`src/rtl/core/sftc_pkg.sv`:
```
`timescale 1ns / 1ps
`default_nettype none

package sftc_pkg;

    localparam int ACC_W  = 52;
    localparam int OPD_W  = 33;
    localparam int PROD_W = 66;

    localparam logic [1:0] REQ_START  = 2'd0;
    localparam logic [1:0] REQ_UPDATE = 2'd1;
    localparam logic [1:0] REQ_SETREF = 2'd2;
    localparam logic [1:0] REQ_STOP   = 2'd3;

    localparam logic [2:0] MUL_T0  = 3'd0;
    localparam logic [2:0] MUL_T1  = 3'd1;
    localparam logic [2:0] MUL_T2  = 3'd2;
    localparam logic [2:0] MUL_T3  = 3'd3;
    localparam logic [2:0] MUL_DT  = 3'd4;
    localparam logic [2:0] MUL_INC = 3'd5;

    localparam logic [2:0] CFG_GAIN_MP   = 3'd0;
    localparam logic [2:0] CFG_GAIN_LP   = 3'd1;
    localparam logic [2:0] CFG_GAIN_MV   = 3'd2;
    localparam logic [2:0] CFG_GAIN_LV   = 3'd3;
    localparam logic [2:0] CFG_INT_GAIN  = 3'd4;
    localparam logic [2:0] CFG_MAX_TRQ   = 3'd5;
    localparam logic [2:0] CFG_DIFF_MODE = 3'd6;

    localparam logic [1:0] LIM_NONE = 2'd0;
    localparam logic [1:0] LIM_HIGH = 2'd1;
    localparam logic [1:0] LIM_LOW  = 2'd2;

    typedef struct packed {
        logic       load_in;
        logic       mul_en;
        logic [2:0] mul_sel;
        logic       acc_add;
        logic       start_fin;
        logic       cmd_fin;
        logic       int_fin;
        logic       res_load;
    } dp_cmd_t;

    function automatic logic signed [31:0] sat32(input logic signed [ACC_W-1:0] v);
        logic signed [31:0] r;
        if ((&v[ACC_W-1:31]) || !(|v[ACC_W-1:31]))
            r = v[31:0];
        else if (v[ACC_W-1])
            r = 32'sh8000_0000;
        else
            r = 32'sh7fff_ffff;
        return r;
    endfunction

endpackage

`default_nettype wire

```
`src/rtl/core/sftc_ctrl.sv`:
```
`timescale 1ns / 1ps
`default_nettype none

module sftc_ctrl
(
    input  wire logic              clk,
    input  wire logic              rst_n,
    input  wire logic              in_valid,
    output logic                   in_ready,
    input  wire logic [1:0]        in_req,
    output logic                   out_valid,
    input  wire logic              out_ready,
    output sftc_pkg::dp_cmd_t      cmd
);
    import sftc_pkg::*;

    localparam logic [2:0] S_IDLE   = 3'd0;
    localparam logic [2:0] S_FB     = 3'd1;
    localparam logic [2:0] S_FB_END = 3'd2;
    localparam logic [2:0] S_START  = 3'd3;
    localparam logic [2:0] S_CMD    = 3'd4;
    localparam logic [2:0] S_INC    = 3'd5;
    localparam logic [2:0] S_INT    = 3'd6;
    localparam logic [2:0] S_DONE   = 3'd7;

    logic [2:0] state_reg, state_next;
    logic [1:0] cnt_reg, cnt_next;
    logic [1:0] req_reg, req_next;
    logic       out_valid_reg, out_valid_next;

    always_comb
    begin
        state_next = state_reg;
        cnt_next   = cnt_reg;
        req_next   = req_reg;
        cmd        = '0;
        in_ready   = 1'b0;
        unique case (state_reg)
            S_IDLE:
            begin
                in_ready = 1'b1;
                if (in_valid)
                begin
                    cmd.load_in = 1'b1;
                    req_next    = in_req;
                    cnt_next    = 2'd0;
                    if (in_req == REQ_START || in_req == REQ_UPDATE)
                        state_next = S_FB;
                    else
                        state_next = S_DONE;
                end
            end
            S_FB:
            begin
                cmd.mul_en  = 1'b1;
                cmd.mul_sel = {1'b0, cnt_reg};
                cmd.acc_add = (cnt_reg != 2'd0);
                cnt_next    = cnt_reg + 2'd1;
                if (cnt_reg == 2'd3)
                    state_next = S_FB_END;
            end
            S_FB_END:
            begin
                cmd.acc_add = 1'b1;
                state_next  = (req_reg == REQ_START) ? S_START : S_CMD;
            end
            S_START:
            begin
                cmd.start_fin = 1'b1;
                state_next    = S_DONE;
            end
            S_CMD:
            begin
                cmd.cmd_fin = 1'b1;
                cmd.mul_en  = 1'b1;
                cmd.mul_sel = MUL_DT;
                state_next  = S_INC;
            end
            S_INC:
            begin
                cmd.mul_en  = 1'b1;
                cmd.mul_sel = MUL_INC;
                state_next  = S_INT;
            end
            S_INT:
            begin
                cmd.int_fin = 1'b1;
                state_next  = S_DONE;
            end
            S_DONE:
            begin
                if (!out_valid_reg || out_ready)
                begin
                    cmd.res_load = 1'b1;
                    state_next   = S_IDLE;
                end
            end
            default:
            begin
                state_next = S_IDLE;
            end
        endcase
    end

    always_comb
    begin
        if (cmd.res_load)
            out_valid_next = 1'b1;
        else if (out_ready)
            out_valid_next = 1'b0;
        else
            out_valid_next = out_valid_reg;
    end

    always_ff @(posedge clk or negedge rst_n)
    begin
        if (!rst_n)
        begin
            state_reg     <= S_IDLE;
            cnt_reg       <= 2'd0;
            req_reg       <= REQ_START;
            out_valid_reg <= 1'b0;
        end
        else
        begin
            state_reg     <= state_next;
            cnt_reg       <= cnt_next;
            req_reg       <= req_next;
            out_valid_reg <= out_valid_next;
        end
    end

    assign out_valid = out_valid_reg;

    // a waiting result is never overwritten
    a_no_overwrite: assert property (@(posedge clk) disable iff (!rst_n)
        cmd.res_load |-> (!out_valid_reg || out_ready))
        else $error("result overwritten");

    // one item in flight at a time
    a_busy_after_accept: assert property (@(posedge clk) disable iff (!rst_n)
        (in_valid && in_ready) |=> !in_ready)
        else $error("input taken while busy");

    // feedback sum is finished only for start and update
    a_fb_req: assert property (@(posedge clk) disable iff (!rst_n)
        (cmd.start_fin || cmd.cmd_fin) |-> $past(cmd.acc_add))
        else $error("feedback sum incomplete");

    a_out_hold: assert property (@(posedge clk) disable iff (!rst_n)
        (out_valid_reg && !out_ready) |=> out_valid_reg)
        else $error("result dropped");

endmodule

`default_nettype wire

```
`config.mk`:
```
export PLATFORM = sky130hd
export DESIGN_NAME = sftc_ctrl
export DESIGN_NICKNAME = d
export VERILOG_FILES = /design/src/rtl/core/sftc_pkg.sv /design/src/rtl/core/sftc_ctrl.sv
export SDC_FILE = /design/constraint.sdc
export NUM_CORES = 1
export LEC_CHECK = 0
export BUFFER_PORTS_ARGS = -buffer_cell sky130_fd_sc_hd__buf_4
export CAP_MARGIN = 20
export CORE_UTILIZATION = 30
export DETAILED_ROUTE_END_ITERATION = 8
export SETUP_SLACK_MARGIN = 0.3
export SYNTH_ARGS = -nofsm -noshare
export SYNTH_HDL_FRONTEND = slang
export SYNTH_SLANG_ARGS = --single-unit
```
`constraint.sdc`:
```
create_clock -name clk -period 2.25 [get_ports clk]
set_input_delay 0.45 -clock clk [delete_from_list [all_inputs] [get_ports clk]]
set_output_delay 0.45 -clock clk [all_outputs]
set_load 0.01 [all_outputs]
```
* Word level (Yosys, flattened, before mapping)
Cells that the tools add are included.
Storage, ports and cells: output and inout port bits 12, register bits 8, bits of input ports 6
Operators by class: equal/unequal tests 12, $add $sub $neg 1, mux-type cells 20, reductions and logical operators 13
Operators with widths (count):
- 3-bit one-hot mux with 7 select lines | 1
- 3-bit two-way mux | 5
- 3-bit equality test (second input constant) | 4
- 4-bit one-hot mux with 3 select lines | 1
- 1-bit two-way mux | 10
- 3-bit by 2-bit equality test with 1-bit output (second input constant) | 2
- 2-bit inequality test (second input constant) | 3
- 2-bit nonzero test | 3
- 2-bit zero test | 2
- 2-bit one-hot mux with 2 select lines | 1
- 2-bit AND reduction | 2
- 3-bit by 1-bit equality test with 1-bit output (second input constant) | 1
- 3-bit zero test | 1
- 3-bit AND reduction | 1
- 2-bit by 1-bit adder with 2-bit output (second input constant) | 1
- 2-bit by 1-bit equality test with 1-bit output (second input constant) | 1
- 2-bit equality test (second input constant) | 1
- 1-bit logical OR | 2
- 2-bit two-way mux | 1
- 1-bit one-hot mux with 2 select lines | 1
- 2-bit OR reduction | 1
- 1-bit zero test | 1

* Depth between registers and ports, before layout
depth in word-level cells 5, depth in mapped cells 5, gate-level depth less buffers 5

* Worst setup path before layout
No wires, ideal clock.
path kind flip-flop to output port, start register state_reg[1], end output port cmd[4] in the netlist's numbering, arrival 975 ps, path buffers 1, cell stages (with the launch flop) 5, path slack 825 ps, path through dfrtp_1 -> buf_4 -> nor3_1 -> a21oi_1 -> nor2_1
RTL lines:
- from (decl) | line sftc_ctrl.sv:26 | logic [2:0] state_reg, state_next;
- from (signal assigned) | line sftc_ctrl.sv:126 | state_reg <= state_next;
- to (decl) | line sftc_ctrl.sv:13 | output sftc_pkg::dp_cmd_t cmd

==> reports/metrics.cfg <==
[die]
dieArea_um2=1950
dieHeight_um=44.2
initial_core_util=0.339
core_area_um2=1580
io_pins=18
rows=14
fp.dieW_um=44.2

[final_layout]
most-common-layout-cells=17 x buf_4, 10 x nor2_1, 7 x dfrtp_1
largest_reg_flops=3
final_common_cell=buf_4
fillers=163
syn2layout_area_growth_pct=29.3
diodes=0
fin_area_um2=691
fin_nets=88
drive_gt1_frac=0.385

[placed_design]
hpwl_um=816
place_ws_ns=0.612
place_area_um2=652
numPortBuffers=17
gp_congestion=0.774

[status]
status=finished, final reports clean

[logic_synthesis]
syn_area_um2=534
synth-seq-area-share=0.375
yosys.area.top_type=dfrtp_1
synth_nets=69
synth_top_area_frac=0.375
yosys.area_share.adder=0.0468
yosysWarnings=0
syn_avg_cell_area_um2=8.76
synthCells=61
ys_ff_latch=8
synth_compound_area_frac=0.213
yosys.area_share.xor_xnor=0
synth.distinct_cells=24
synth.area.mux_share=0.0562
synth_top_family_by_area=simple AND/OR/NAND/NOR gates
synth-simple-area-share=0.232
synthTopCellsByArea=dfrtp_1 37%, nor2_1 7.0%, a21oi_1 5.6%

[clock_tree]
cts_tree=done
clock_sinks=8
numCtsBuffers=3
cts_htree_levels=1
clk_path_buf_depth=2
clkLatencyLatePin_ns=0.26
clk_pin_slew_ns=0.05
post_cts_buffers=0
cts.root.buffer_cell=clkbuf_4

[critical_path]
critPathRequiredTime_ns=1.80
worstSetupStartpointType=register
critPathArrivalTime_ns=1.42
critPathKind=reg -> out
path_max_fanout=16
reg2reg_slack_ns=0.90
worstSetupEndpointType=output pin

[power_and_ir_drop]
p_int_uw=565
p_sw_frac=0.434
p_leak_uw=0.000325
clock_power_share=0.112
ir_drop_mv=0.638
share_comb_of_total_power=0.542
power.total_uw=999
p_per_area_nw_per_um2=1450
p_sw_uw=434
seqPwrFrac=0.346

[grt]
grt_overflow_total=0
grt_antenna_before_repair=0
grt_pass1_wl_um=1750
grt_start_max_net_pins=17
grt_usage=0.124
grt_pass1_vias=412

[sta]
rsz0062_at_grt=false
fin_tns_setup_ns=0
period_needed_ns=1.87
clock.fmax_mhz=533
finalSetupViolCount=0
tightest_slew_ns=0.470
relSlewSlack=0.687
hold_viol=0
clock_skew_ns=0.00283
fin_crit_sh=0.833
setup_ws_ns=0.375
slew_violations=0
fin_hold_ws_ns=0.426

[drt]
drc_errors=0
drt-initial-drc-count=14
postRouteAntennaNets=0
wirelength_um=1080
routed_via_density=4.94
avgRoutedWirePerCell_um=11.4
vias=464
first_pass_iters=6

[job]
maxCapViolCount=0

[worst_hold_path]
hp-class=in -> reg

==> layout make-up <==
cell class	count	area (um2)	share of cell area
Clock buffer	3	22.5	0.0326
Inverter	3	11.3	0.0163
Multi-Input combinational cell	46	298	0.431
Sequential cell	8	201	0.292
Tap cell	16	20.0	0.0290
Timing Repair Buffer	18	138	0.199
==> synthesized netlist by cell type <==
| cell type | count |
|---|---|
| nor2_1 | 10 |
| dfrtp_1 | 8 |
| a21oi_1 | 6 |
| nand2_1 | 5 |
| buf_4 | 4 |
| nor3_1 | 3 |
| ha_1 | 2 |
| inv_1 | 2 |
| mux2_4 | 2 |
| nand2b_1 | 2 |
| o21ai_0 | 2 |
| o21ai_1 | 2 |
| o22a_1 | 2 |
| a221oi_2 | 1 |
| a31oi_1 | 1 |
| a32o_2 | 1 |
| and2_1 | 1 |
| and2_4 | 1 |
| and2b_4 | 1 |
| inv_2 | 1 |
| nor2_2 | 1 |
| nor2b_2 | 1 |
| o21a_1 | 1 |
| o22ai_1 | 1 |
==> logic make-up after synthesis <==
kind of cell             after synthesis
buffers and inverters                  7
adder cells (fa/ha/maj)                2
AND/OR/NAND/NOR                       25
flip-flops                             8
AO/OA/AOI/OAI                         17
multiplexers                           2
==> critical path: stages, from the launching register on <==
cell     delay [ns]
dfrtp_1        0.63
and2b_4        0.26
and2_1         0.15
buf_4          0.14
==> path summary, 6_finish.rpt <==
| check | from | end | cells after the start |
|---|---|---|---|
| max | state_reg[1]$_DFFE_PN0P_ | cmd[2] | 3 |
| min | in_req[0] | req_reg[0]$_DFFE_PN0P_ | 2 |
| max reg2reg | state_reg[2]$_DFFE_PN0P_ | req_reg[0]$_DFFE_PN0P_ | 3 |
| min reg2reg | req_reg[1]$_DFFE_PN0P_ | req_reg[1]$_DFFE_PN0P_ | 1 |
| max in group asynchronous | rst_n | state_reg[0]$_DFFE_PN0P_ | 2 |
| min in group asynchronous | rst_n | req_reg[0]$_DFFE_PN0P_ | 2 |
==> per-layer routing <==
metal,vias up,wire [um],track usage
li1,247,-,-
met1,198,555,0.174
met2,19,422,0.171
met3,0,97,0.0653
met4,0,0,0.0182
met5,-,0,0
==> per-stage QoR <==
stage / instances / utilization
after floorplan: 61 / -
after global placement: 90 / 0.413
after detailed placement: 90 / 0.413
after CTS: 94 / 0.434
after global routing: 94 / 0.438
final: 94 / 0.438
==> timing repair <==
| item | 4_1_cts | 5_1_grt |
|---|---|---|
| gates resized for setup | 0 | 2 |
| endpoints found under the setup margin | 0 | 2 |
| hold buffers | 1 | 0 |
| endpoints found under the hold margin | 4 | 0 |
==> power groups by stage <==
| stage | logic [uW] | clock network (uW) | registers [uW] |
|---|---|---|---|
| floorplan | 450 | 0 | 271 |
| global placement | 540 | 0 | 336 |
| detailed placement | 539 | 0 | 340 |
| CTS | 544 | 118 | 337 |
| global route | 600 | 124 | 360 |
| finish | 542 | 112 | 345 |
Note: power is estimated with default switching activity, not from simulation.
